`src/hw/rtl/assert_macros.svh`:
```
// ----------------------------------------------------------------------------
// assert_macros.svh
// Assertion macros for concurrent checks, clocked on the rising edge and
// disabled while the active-low reset is held
// ----------------------------------------------------------------------------
`ifndef ASSERT_MACROS_SVH
`define ASSERT_MACROS_SVH

// same-cycle implication
`define ASSERT_IMPLIES(label, clk, rst_n, ante, cons) \
  label: assert property (@(posedge clk) disable iff (!rst_n) (ante) |-> (cons)) \
    else $error("assertion failed: same-cycle implication");

// next-cycle implication
`define ASSERT_NEXT(label, clk, rst_n, ante, cons) \
  label: assert property (@(posedge clk) disable iff (!rst_n) (ante) |=> (cons)) \
    else $error("assertion failed: next-cycle implication");

`endif

```
`src/hw/rtl/pgf_pkg.sv`:
```
// ----------------------------------------------------------------------------
// pgf_pkg
// Shared widths, register indexes and types of the potential gradient field
// ----------------------------------------------------------------------------
package pgf_pkg;

  // field widths
  localparam int COORD_W = 12;
  localparam int POT_W   = 16;
  localparam int COMP_W  = 17;
  localparam int MAG_W   = 16;
  localparam int SQ_W    = 32;
  localparam int RAD_W   = 34;
  localparam int ROOT_W  = RAD_W / 2;
  localparam int REM_W   = ROOT_W + 1;

  // configuration port
  localparam int CFG_IDX_W  = 2;
  localparam int CFG_DATA_W = 13;
  localparam logic [CFG_IDX_W-1:0] REG_GRID_WIDTH  = 2'd0;
  localparam logic [CFG_IDX_W-1:0] REG_GRID_HEIGHT = 2'd1;

  // grid size limit, clamped at write time
  localparam int DIM_W     = 17;
  localparam int MAX_DIM   = 4096;
  localparam int DIM_RESET = 4096;
  localparam logic [DIM_W-1:0] LIM_RESET =
    DIM_W'((DIM_RESET > MAX_DIM) ? MAX_DIM : DIM_RESET);

  // pipeline depth: diff, square, sum, one per root bit, output
  localparam int NS = 3 + ROOT_W + 1;

  typedef struct packed {
    logic [COORD_W-1:0]      col;
    logic [COORD_W-1:0]      row;
    logic signed [POT_W-1:0] v_center;
    logic signed [POT_W-1:0] v_left;
    logic signed [POT_W-1:0] v_right;
    logic signed [POT_W-1:0] v_up;
    logic signed [POT_W-1:0] v_down;
    logic                    is_conductor;
    logic                    mtl_left;
    logic                    mtl_right;
    logic                    mtl_above;
    logic                    mtl_below;
  } cell_t;

  typedef struct packed {
    logic [DIM_W-1:0] width;
    logic [DIM_W-1:0] height;
  } dims_t;

endpackage

```
`src/hw/rtl/pgf_in_if.sv`:
```
// ----------------------------------------------------------------------------
// pgf_in_if
// Cell channel: valid/ready handshake with one grid cell per transfer
// ----------------------------------------------------------------------------
interface pgf_in_if;
  import pgf_pkg::*;

  logic                    valid;
  logic                    ready;
  logic [COORD_W-1:0]      col;
  logic [COORD_W-1:0]      row;
  logic signed [POT_W-1:0] v_center;
  logic signed [POT_W-1:0] v_left;
  logic signed [POT_W-1:0] v_right;
  logic signed [POT_W-1:0] v_up;
  logic signed [POT_W-1:0] v_down;
  logic                    is_conductor;
  logic                    mtl_left;
  logic                    mtl_right;
  logic                    mtl_above;
  logic                    mtl_below;

  modport source (
    output valid, col, row, v_center, v_left, v_right, v_up, v_down,
           is_conductor, mtl_left, mtl_right, mtl_above, mtl_below,
    input  ready
  );

  modport sink (
    input  valid, col, row, v_center, v_left, v_right, v_up, v_down,
           is_conductor, mtl_left, mtl_right, mtl_above, mtl_below,
    output ready
  );
endinterface

```
`src/hw/rtl/pgf_out_if.sv`:
```
// ----------------------------------------------------------------------------
// pgf_out_if
// Field channel: valid/ready handshake with one field result per transfer
// ----------------------------------------------------------------------------
interface pgf_out_if;
  import pgf_pkg::*;

  logic                     valid;
  logic                     ready;
  logic signed [COMP_W-1:0] field_x;
  logic signed [COMP_W-1:0] field_y;
  logic [MAG_W-1:0]         field_mag;

  modport source (
    output valid, field_x, field_y, field_mag,
    input  ready
  );

  modport sink (
    input  valid, field_x, field_y, field_mag,
    output ready
  );
endinterface

```
`src/hw/rtl/potential_gradient_field.sv`:
```
// ----------------------------------------------------------------------------
// potential_gradient_field
// Finite-difference electric field per grid cell: Ex, Ey and floor magnitude
// ----------------------------------------------------------------------------
//  channel | direction | payload
//  --------+-----------+-------------------------------------------------
//  in_ch   | sink      | col, row, five potentials, conductor, metal flags
//  out_ch  | source    | field_x, field_y, field_mag
//  cfg_*   | write     | grid_width (index 0), grid_height (index 1)
//
// One cell per cycle while the output is accepted; 21 register stages:
// difference, square, sum, 17 root-bit stages and the output register.
// Each stage holds its own valid bit and loads whenever it is empty or the
// stage after it moves, so bubbles close up and a stalled output only holds
// the input once every stage is full. Reset clears the valid bits and sets
// both grid sizes to 4096.
// ----------------------------------------------------------------------------
`include "assert_macros.svh"

module potential_gradient_field (
  input  logic                             clk,
  input  logic                             rst_n,
  pgf_in_if.sink                           in_ch,
  pgf_out_if.source                        out_ch,
  input  logic                             cfg_we,
  input  logic [pgf_pkg::CFG_IDX_W-1:0]    cfg_idx,
  input  logic [pgf_pkg::CFG_DATA_W-1:0]   cfg_data
);
  import pgf_pkg::*;

  logic [DIM_W-1:0]         gw_lim_r;
  logic [DIM_W-1:0]         gh_lim_r;
  logic [DIM_W-1:0]         lim_nxt;
  dims_t                    lim;
  cell_t                    pt;
  logic [NS:0]              en;
  logic [NS-1:0]            v_r;
  logic signed [COMP_W-1:0] ex_d;
  logic signed [COMP_W-1:0] ey_d;
  logic [RAD_W-1:0]         sum_s;
  logic signed [COMP_W-1:0] ex_s;
  logic signed [COMP_W-1:0] ey_s;
  logic [ROOT_W-1:0]        root;
  logic signed [COMP_W-1:0] ex_q;
  logic signed [COMP_W-1:0] ey_q;
  logic signed [COMP_W-1:0] fx_r;
  logic signed [COMP_W-1:0] fy_r;
  logic [MAG_W-1:0]         mag_r;
  logic [MAG_W-1:0]         mag_nxt;

  // grid size registers, clamped to the largest supported grid
  assign lim_nxt = (DIM_W'(cfg_data) > DIM_W'(MAX_DIM)) ? DIM_W'(MAX_DIM)
                                                         : DIM_W'(cfg_data);

  always_ff @(posedge clk) begin
    if (!rst_n) begin
      gw_lim_r <= LIM_RESET;
      gh_lim_r <= LIM_RESET;
    end else if (cfg_we) begin
      unique case (cfg_idx)
        REG_GRID_WIDTH:  gw_lim_r <= lim_nxt;
        REG_GRID_HEIGHT: gh_lim_r <= lim_nxt;
        default: ;
      endcase
    end
  end

  assign lim.width  = gw_lim_r;
  assign lim.height = gh_lim_r;

  // stage enables: a stage loads when empty or when its successor moves
  always_comb begin
    en[NS] = out_ch.ready;
    for (int k = NS - 1; k >= 0; k--) begin
      en[k] = !v_r[k] || en[k+1];
    end
  end

  // valid bits travel with the data
  always_ff @(posedge clk) begin
    if (!rst_n) begin
      v_r <= '0;
    end else begin
      if (en[0]) v_r[0] <= in_ch.valid;
      for (int k = 1; k < NS; k++) begin
        if (en[k]) v_r[k] <= v_r[k-1];
      end
    end
  end

  assign in_ch.ready = en[0];

  // cell fields from the input channel
  assign pt.col          = in_ch.col;
  assign pt.row          = in_ch.row;
  assign pt.v_center     = in_ch.v_center;
  assign pt.v_left       = in_ch.v_left;
  assign pt.v_right      = in_ch.v_right;
  assign pt.v_up         = in_ch.v_up;
  assign pt.v_down       = in_ch.v_down;
  assign pt.is_conductor = in_ch.is_conductor;
  assign pt.mtl_left     = in_ch.mtl_left;
  assign pt.mtl_right    = in_ch.mtl_right;
  assign pt.mtl_above    = in_ch.mtl_above;
  assign pt.mtl_below    = in_ch.mtl_below;

  // difference stage
  pgf_diff u_diff (
    .clk  (clk),
    .en   (en[0]),
    .pt   (pt),
    .lim  (lim),
    .ex_r (ex_d),
    .ey_r (ey_d)
  );

  // square and sum stages
  pgf_square u_square (
    .clk   (clk),
    .en    (en[2:1]),
    .ex    (ex_d),
    .ey    (ey_d),
    .sum_r (sum_s),
    .ex2_r (ex_s),
    .ey2_r (ey_s)
  );

  // root stages
  pgf_sqrt u_sqrt (
    .clk  (clk),
    .en   (en[3 +: ROOT_W]),
    .rad  (sum_s),
    .ex   (ex_s),
    .ey   (ey_s),
    .root (root),
    .ex_o (ex_q),
    .ey_o (ey_q)
  );

  // output register with magnitude saturation
  assign mag_nxt = root[ROOT_W-1] ? {MAG_W{1'b1}} : root[MAG_W-1:0];

  always_ff @(posedge clk) begin
    if (en[NS-1]) begin
      fx_r  <= ex_q;
      fy_r  <= ey_q;
      mag_r <= mag_nxt;
    end
  end

  assign out_ch.valid     = v_r[NS-1];
  assign out_ch.field_x   = fx_r;
  assign out_ch.field_y   = fy_r;
  assign out_ch.field_mag = mag_r;

  // input only stalls when every stage is full and the output is held
  `ASSERT_IMPLIES(a_stall_only_full, clk, rst_n, !in_ch.ready, (&v_r) && !out_ch.ready)

  // a taken result with nothing behind it leaves the output empty
  `ASSERT_NEXT(a_drain_empty, clk, rst_n, out_ch.valid && out_ch.ready && !v_r[NS-2], !out_ch.valid)

  // an in-range width write lands unchanged
  `ASSERT_NEXT(a_width_write, clk, rst_n, cfg_we && (cfg_idx == REG_GRID_WIDTH) && (DIM_W'(cfg_data) <= DIM_W'(MAX_DIM)), gw_lim_r == DIM_W'($past(cfg_data)))
endmodule

```
`src/hw/rtl/pgf_diff.sv`:
```
// ----------------------------------------------------------------------------
// pgf_diff
// First stage: interior test and finite difference of both components
// ----------------------------------------------------------------------------
module pgf_diff (
  input  logic                              clk,
  input  logic                              en,
  input  pgf_pkg::cell_t                    pt,
  input  pgf_pkg::dims_t                    lim,
  output logic signed [pgf_pkg::COMP_W-1:0] ex_r,
  output logic signed [pgf_pkg::COMP_W-1:0] ey_r
);
  import pgf_pkg::*;

  logic                     in_x;
  logic                     in_y;
  logic signed [COMP_W-1:0] vc;
  logic signed [COMP_W-1:0] vl;
  logic signed [COMP_W-1:0] vr;
  logic signed [COMP_W-1:0] vu;
  logic signed [COMP_W-1:0] vd;
  logic signed [COMP_W-1:0] hx;
  logic signed [COMP_W-1:0] hy;
  logic signed [COMP_W-1:0] ex_nxt;
  logic signed [COMP_W-1:0] ey_nxt;

  // interior column and row: 0 < pos < lim - 1
  assign in_x = !pt.is_conductor && (pt.col != '0) &&
                ((DIM_W'(pt.col) + DIM_W'(1)) < lim.width);
  assign in_y = !pt.is_conductor && (pt.row != '0) &&
                ((DIM_W'(pt.row) + DIM_W'(1)) < lim.height);

  // sign-extend potentials so every difference fits
  assign vc = COMP_W'(pt.v_center);
  assign vl = COMP_W'(pt.v_left);
  assign vr = COMP_W'(pt.v_right);
  assign vu = COMP_W'(pt.v_up);
  assign vd = COMP_W'(pt.v_down);

  // central difference halved by arithmetic shift
  assign hx = (vl - vr) >>> 1;
  assign hy = (vd - vu) >>> 1;

  // one-sided difference next to metal, metal right / below first
  always_comb begin
    ex_nxt = '0;
    ey_nxt = '0;
    if (in_x) begin
      priority if (pt.mtl_right) ex_nxt = vl - vc;
      else if (pt.mtl_left)      ex_nxt = vc - vr;
      else                       ex_nxt = hx;
    end
    if (in_y) begin
      priority if (pt.mtl_below) ey_nxt = vc - vu;
      else if (pt.mtl_above)     ey_nxt = vd - vc;
      else                       ey_nxt = hy;
    end
  end

  always_ff @(posedge clk) begin
    if (en) begin
      ex_r <= ex_nxt;
      ey_r <= ey_nxt;
    end
  end
endmodule

```
`src/hw/rtl/pgf_square.sv`:
```
// ----------------------------------------------------------------------------
// pgf_square
// Two stages: square of each component, then the sum of squares
// ----------------------------------------------------------------------------
module pgf_square (
  input  logic                              clk,
  input  logic [1:0]                        en,
  input  logic signed [pgf_pkg::COMP_W-1:0] ex,
  input  logic signed [pgf_pkg::COMP_W-1:0] ey,
  output logic [pgf_pkg::RAD_W-1:0]         sum_r,
  output logic signed [pgf_pkg::COMP_W-1:0] ex2_r,
  output logic signed [pgf_pkg::COMP_W-1:0] ey2_r
);
  import pgf_pkg::*;

  logic signed [2*COMP_W-1:0] sqx_full;
  logic signed [2*COMP_W-1:0] sqy_full;
  logic [SQ_W-1:0]            sqx_r;
  logic [SQ_W-1:0]            sqy_r;
  logic signed [COMP_W-1:0]   ex1_r;
  logic signed [COMP_W-1:0]   ey1_r;
  logic [RAD_W-1:0]           sum_nxt;

  // squares stay below 2^32 for any 17-bit difference of 16-bit inputs
  assign sqx_full = ex * ex;
  assign sqy_full = ey * ey;

  always_ff @(posedge clk) begin
    if (en[0]) begin
      sqx_r <= sqx_full[SQ_W-1:0];
      sqy_r <= sqy_full[SQ_W-1:0];
      ex1_r <= ex;
      ey1_r <= ey;
    end
  end

  // sum of squares
  assign sum_nxt = RAD_W'(sqx_r) + RAD_W'(sqy_r);

  always_ff @(posedge clk) begin
    if (en[1]) begin
      sum_r <= sum_nxt;
      ex2_r <= ex1_r;
      ey2_r <= ey1_r;
    end
  end
endmodule

```
`src/hw/rtl/pgf_sqrt.sv`:
```
// ----------------------------------------------------------------------------
// pgf_sqrt
// Pipelined restoring square root, one result bit per stage
// ----------------------------------------------------------------------------
module pgf_sqrt (
  input  logic                              clk,
  input  logic [pgf_pkg::ROOT_W-1:0]        en,
  input  logic [pgf_pkg::RAD_W-1:0]         rad,
  input  logic signed [pgf_pkg::COMP_W-1:0] ex,
  input  logic signed [pgf_pkg::COMP_W-1:0] ey,
  output logic [pgf_pkg::ROOT_W-1:0]        root,
  output logic signed [pgf_pkg::COMP_W-1:0] ex_o,
  output logic signed [pgf_pkg::COMP_W-1:0] ey_o
);
  import pgf_pkg::*;

  logic [RAD_W-1:0]         rad_r  [ROOT_W];
  logic [REM_W-1:0]         rem_r  [ROOT_W];
  logic [ROOT_W-1:0]        root_r [ROOT_W];
  logic signed [COMP_W-1:0] ex_r   [ROOT_W];
  logic signed [COMP_W-1:0] ey_r   [ROOT_W];

  for (genvar j = 0; j < ROOT_W; j++) begin : g_bit
    logic [RAD_W-1:0]         rad_in;
    logic [REM_W-1:0]         rem_in;
    logic [ROOT_W-1:0]        root_in;
    logic signed [COMP_W-1:0] ex_in;
    logic signed [COMP_W-1:0] ey_in;
    logic [REM_W+1:0]         rem_sh;
    logic [REM_W+1:0]         trial;
    logic                     take;
    logic [REM_W+1:0]         rem_diff;

    // stage inputs: the sum for the first stage, the previous stage otherwise
    if (j == 0) begin : g_first
      assign rad_in  = rad;
      assign rem_in  = '0;
      assign root_in = '0;
      assign ex_in   = ex;
      assign ey_in   = ey;
    end else begin : g_next
      assign rad_in  = rad_r[j-1];
      assign rem_in  = rem_r[j-1];
      assign root_in = root_r[j-1];
      assign ex_in   = ex_r[j-1];
      assign ey_in   = ey_r[j-1];
    end

    // bring down two radicand bits and test against 4*root + 1
    assign rem_sh   = {rem_in, rad_in[RAD_W-1 -: 2]};
    assign trial    = (REM_W+2)'({root_in, 2'b01});
    assign take     = rem_sh >= trial;
    assign rem_diff = rem_sh - trial;

    always_ff @(posedge clk) begin
      if (en[j]) begin
        rad_r[j]  <= {rad_in[RAD_W-3:0], 2'b00};
        rem_r[j]  <= take ? rem_diff[REM_W-1:0] : rem_sh[REM_W-1:0];
        root_r[j] <= {root_in[ROOT_W-2:0], take};
        ex_r[j]   <= ex_in;
        ey_r[j]   <= ey_in;
      end
    end
  end

  assign root = root_r[ROOT_W-1];
  assign ex_o = ex_r[ROOT_W-1];
  assign ey_o = ey_r[ROOT_W-1];
endmodule
```
`src/flat_wrapper.sv`:
```
// flat-port wrapper written by rule: the top's interface ports become plain ports
module potential_gradient_field_flat import pgf_pkg::*;
  (clk, rst_n, cfg_we, cfg_idx, cfg_data, in_ch_valid, in_ch_col, in_ch_row, in_ch_v_center, in_ch_v_left, in_ch_v_right, in_ch_v_up, in_ch_v_down, in_ch_is_conductor, in_ch_mtl_left, in_ch_mtl_right, in_ch_mtl_above, in_ch_mtl_below, in_ch_ready, out_ch_valid, out_ch_field_x, out_ch_field_y, out_ch_field_mag, out_ch_ready);
  pgf_in_if in_ch_i ();
  pgf_out_if out_ch_i ();
  input  logic clk;
  input  logic rst_n;
  input  logic cfg_we;
  input  logic [pgf_pkg::CFG_IDX_W-1:0] cfg_idx;
  input  logic [pgf_pkg::CFG_DATA_W-1:0] cfg_data;
  input wire logic [$bits(in_ch_i.valid)-1:0] in_ch_valid;
  input wire logic [$bits(in_ch_i.col)-1:0] in_ch_col;
  input wire logic [$bits(in_ch_i.row)-1:0] in_ch_row;
  input wire logic [$bits(in_ch_i.v_center)-1:0] in_ch_v_center;
  input wire logic [$bits(in_ch_i.v_left)-1:0] in_ch_v_left;
  input wire logic [$bits(in_ch_i.v_right)-1:0] in_ch_v_right;
  input wire logic [$bits(in_ch_i.v_up)-1:0] in_ch_v_up;
  input wire logic [$bits(in_ch_i.v_down)-1:0] in_ch_v_down;
  input wire logic [$bits(in_ch_i.is_conductor)-1:0] in_ch_is_conductor;
  input wire logic [$bits(in_ch_i.mtl_left)-1:0] in_ch_mtl_left;
  input wire logic [$bits(in_ch_i.mtl_right)-1:0] in_ch_mtl_right;
  input wire logic [$bits(in_ch_i.mtl_above)-1:0] in_ch_mtl_above;
  input wire logic [$bits(in_ch_i.mtl_below)-1:0] in_ch_mtl_below;
  output wire logic [$bits(in_ch_i.ready)-1:0] in_ch_ready;
  output wire logic [$bits(out_ch_i.valid)-1:0] out_ch_valid;
  output wire logic [$bits(out_ch_i.field_x)-1:0] out_ch_field_x;
  output wire logic [$bits(out_ch_i.field_y)-1:0] out_ch_field_y;
  output wire logic [$bits(out_ch_i.field_mag)-1:0] out_ch_field_mag;
  input wire logic [$bits(out_ch_i.ready)-1:0] out_ch_ready;
  assign in_ch_i.valid = in_ch_valid;
  assign in_ch_i.col = in_ch_col;
  assign in_ch_i.row = in_ch_row;
  assign in_ch_i.v_center = in_ch_v_center;
  assign in_ch_i.v_left = in_ch_v_left;
  assign in_ch_i.v_right = in_ch_v_right;
  assign in_ch_i.v_up = in_ch_v_up;
  assign in_ch_i.v_down = in_ch_v_down;
  assign in_ch_i.is_conductor = in_ch_is_conductor;
  assign in_ch_i.mtl_left = in_ch_mtl_left;
  assign in_ch_i.mtl_right = in_ch_mtl_right;
  assign in_ch_i.mtl_above = in_ch_mtl_above;
  assign in_ch_i.mtl_below = in_ch_mtl_below;
  assign in_ch_ready = in_ch_i.ready;
  assign out_ch_valid = out_ch_i.valid;
  assign out_ch_field_x = out_ch_i.field_x;
  assign out_ch_field_y = out_ch_i.field_y;
  assign out_ch_field_mag = out_ch_i.field_mag;
  assign out_ch_i.ready = out_ch_ready;
  potential_gradient_field u_core (.clk(clk), .rst_n(rst_n), .in_ch(in_ch_i), .out_ch(out_ch_i), .cfg_we(cfg_we), .cfg_idx(cfg_idx), .cfg_data(cfg_data));
endmodule
```
`config.mk`:
```
export PLATFORM = sky130hd
export DESIGN_NAME = potential_gradient_field_flat
export DESIGN_NICKNAME = d
export VERILOG_FILES = /design/src/hw/rtl/pgf_pkg.sv /design/src/hw/rtl/pgf_in_if.sv /design/src/hw/rtl/pgf_out_if.sv /design/src/hw/rtl/potential_gradient_field.sv /design/src/hw/rtl/pgf_diff.sv /design/src/hw/rtl/pgf_square.sv /design/src/hw/rtl/pgf_sqrt.sv /design/src/flat_wrapper.sv
export VERILOG_INCLUDE_DIRS = /design/src /design/src/hw/rtl
export SDC_FILE = /design/constraint.sdc
export NUM_CORES = 2
export LEC_CHECK = 0
export BUFFER_PORTS_ARGS = -buffer_cell sky130_fd_sc_hd__buf_2
export CAP_MARGIN = 5
export CORE_UTILIZATION = 64
export CTS_CLUSTER_DIAMETER = 200
export DETAILED_ROUTE_END_ITERATION = 16
export HOLD_SLACK_MARGIN = 0.02
export PLACE_DENSITY = 0.82
export SETUP_SLACK_MARGIN = 0.2
export SLEW_MARGIN = 0
export SYNTH_ARGS = -nofsm -noshare
export SYNTH_HDL_FRONTEND = slang
export SYNTH_SLANG_ARGS = --single-unit
```
`constraint.sdc`:
```
create_clock -name clk -period 8.7 [get_ports clk]
set_clock_uncertainty 0.05 [all_clocks]
set_input_delay 1.305 -clock clk [delete_from_list [all_inputs] [get_ports clk]]
set_output_delay 1.305 -clock clk [all_outputs]
set_load 0.02 [all_outputs]
```
==> impl_metrics.toml <==
[run_status]
status = "complete, no violations"

[logic_synthesis]
synthesis.nets = 7497
ys_ff_latch = 1557
synthDistinctLibCells = 86
avgSynthCellArea_sq_um = 13.1
yosysTopAreaCell = "edfxtp_1"
synth_edf_count = 1510
async_flop_share_pct = 0
yosysSeqAreaShare_pct = 55.6
syn_area_sq_um = 83300
synth_top_area_share_pct = 54.4
syn_inst = 6362
synth_area_leaders = "edfxtp_1 (54%), fa_1 (13%), ha_1 (7.3%)"
synthFlopType = "edfxtp_1"
yosysWarnings = 0

[critical_path]
rrSetupSlack_ns = 1.32
worstSetupPathType = "register to register"
crit_chain = "inv_1 -> nor2_1 -> inv_1 -> fa_1 -> fa_1 -> fa_1 -> inv_1 -> fa_1 -> inv_1 -> fa_1 -> fa_1 -> inv_1 -> ha_1 -> nand3_2 -> o21ai_0 -> o22ai_1 -> o41a_1 -> o211a_1 -> o41ai_4 -> a221o_1 -> a21oi_1 -> xnor2_1"
timing.rr.end = "u_core.u_square.sqy_r[31]"
critPathTopFamily = "adder cells"
critPathBufInv = 5
crit_top_cell = "fa_1"
crit_slowest_cell = "edfxtp_1"
r2r_start = "u_core.u_diff.ey_r[3]"
slowest_delay_ns = 0.79
worstPathRequired_ns = 9.14
crit_arrival_ns = 7.82
cp-end-kind = "register"
worstPathMaxFanout = 17
start_kind = "register"
rr_worst_depth = 22

[grt]
antenna_found_initial = 0
grt_pass1_wl_um = 268000
grt-ovfl-total = 0
first_global_vias = 51300
grt_max_degree = 81
track_usage_pct = 26.1

[clock_network]
holdBufCountCts = 0
clkTransAtPathRegs_ns = 0.06
cts_tree = "built"
cts_sinks = 1557
cts_setup_buffers = 0
ctsResizeCount = 0
clock_path_buffers = 3
cts-htree-levels = 4
clock-root-buffer = "clkbuf_16"
clock_latency_ns = 0.79
cts_inserted_buffers = 151

[worst_hold_path]
hold_start = "u_core.u_sqrt.ex_r[1][13]"
hold_class = "register to register"
whs_endpoint = "u_core.u_sqrt.ex_r[2][13]"
holdPathStages = 0

[die]
pin_count = 181
dieHeight_um = 363
rows = 131
chipWidth_um = 363
start_util_pct = 64.9
dieArea_sq_um = 132000
core_sq_um = 128000

[cells_and_area]
final_layout_size_suffix_gt1_share_pct = 7.38
syn_to_final_growth_pct = 9.17
final_cell_mix = "edfxtp_1 (1510), inv_1 (951), fa_1 (521), ha_1 (485), nand2_1 (453)"
fin_cells = 8460
design_area_sq_um = 90900
antenna_cells = 0
final_common_cell = "edfxtp_1"
layout.nets = 7754

[detailed_routing]
num_vias = 48700
drt_iter0_drc = 3159
viasPerCell = 5.75
ant_nets = 0
routed_wl_um = 167000
dr.pass1.iters = 5
drc_errors = 0
wire_per_inst_um = 19.7

[power]
peakVddDrop_v = 0.000265
switching_share_pct = 34.9
pwr-share-seq_pct = 42.2
p_comb_share_pct = 36.6
powerDensity_nw_per_um2 = 322
pwr-share-clk_pct = 21.2
leakage_uw = 0.0389
p_sw_uw = 10200
p_int_uw = 19100

[placement]
dp_hpwl_um = 115000
gp_congestion = 0.953
placedCellCount = 8195
dpl-instance-area_sq_um = 86200
portBuffers = 180

[sta]
hold_viol = 0
worst_slew_pin_slew_ns = 1.26
rsz0062_at_grt = "no"
min_period_over_period_pct = 84.8
finalSetupViolations = 0
tns_ns = 0
relSlewSlack_pct = 15.5
clock.fmax_mhz = 135
fin_crit_ns = 7.38
drv_slew = 0

[job]
maxCapViolCount = 0
## registers in the layout (all words and copies together) (netlist names), 21 cells and up
name,count
u_core.u_square.sqx_r,31
u_core.u_sqrt.rad_r,272
u_core.u_square.sqy_r,31
u_core.v_r,21
u_core.u_sqrt.root_r,153
u_core.u_sqrt.ey_r,289
u_core.u_sqrt.rem_r,262
u_core.u_sqrt.ex_r,289
u_core.u_square.sum_r,33
## cell usage after synthesis, drive strengths merged, types with 37 or more instances
cell type / n
ha: 485
nand2b: 65
inv: 961
a211oi: 58
o21ai: 239
edfxtp: 1510
dfxtp: 47
o21a: 76
nor2b: 93
nand2: 462
nand3: 74
clkbuf: 85
and2: 137
xor2: 146
and3: 37
a21o: 77
xnor2: 239
nor3: 115
nor2: 240
a21boi: 46
a21oi: 211
fa: 521
## layer usage
| layer | GRT usage [%] | wire length, um | vias up |
|---|---|---|---|
| li1 | - | - | 22600 |
| met1 | 31.7 | 64400 | 24100 |
| met2 | 46.3 | 86500 | 1615 |
| met3 | 3.81 | 8290 | 432 |
| met4 | 11.7 | 7490 | 0 |
| met5 | 0 | 0 | - |
## cells by family (layout without fill, tap and decap cells)
logic type,count (synthesis),in the layout,share of synthesized area (%)
multiplexers,24,24,0.308
adder cells (fa/ha/maj),1006,1006,19.8
XOR/XNOR,385,385,4.05
AND/OR/NAND/NOR,1414,1414,8.38
flip-flops,1557,1557,55.6
AO/OA/AOI/OAI,911,911,7.05
other,1,1,0.00450
buffers and inverters,1064,1433,4.83
## per-stage QoR
| stage | utilization, % | worst slack (ns) | hold WS, ns | power (uW) |
|---|---|---|---|---|
| final | 70.9 | 1.32 | 0.334 | 29300 |
| after global routing | 70.9 | 1.10 | 0.341 | 31200 |
| after CTS | 70.9 | 1.39 | 0.335 | 29500 |
| after detailed placement | 67.2 | 1.43 | 0.355 | 22900 |
| after global placement | 67.2 | 1.54 | 0.350 | 22300 |
| after floorplan | - | 1.21 | 0.350 | 20000 |
## power groups by stage
stage	sequential [uW]	clock [uW]	combinational (uW)
global placement	12300	0	10000
floorplan	11900	0	8080
CTS	12400	6320	10800
global route	12500	6600	12000
finish	12400	6210	10700
detailed placement	12400	0	10500
## worst max path at each step
stage	slack (ns)	cells after the start	end	start
floorplan	1.21	9	u_core.u_sqrt.ex_r[6][0]	out_ch_ready
global placement	1.54	22	u_core.u_square.sqy_r[31]	u_core.u_diff.ey_r[3]
detailed placement	1.43	22	u_core.u_square.sqy_r[31]	u_core.u_diff.ey_r[3]
CTS	1.39	22	u_core.u_square.sqy_r[31]	u_core.u_diff.ey_r[3]
global route	1.10	22	u_core.u_square.sqy_r[31]	u_core.u_diff.ey_r[3]
finish	1.32	22	u_core.u_square.sqy_r[31]	u_core.u_diff.ey_r[3]
## layout make-up
type / count / area [sq um]
Sequential cell: 1557 / 46300
Tap cell: 1729 / 2160
Multi-Input combinational cell: 3741 / 33100
Timing Repair Buffer: 207 / 1100
Fill cell: 8239 / 37400
Clock buffer: 196 / 3990
Clock inverter: 69 / 707
Inverter: 961 / 3610
Note: power is estimated with default switching activity, not from simulation.
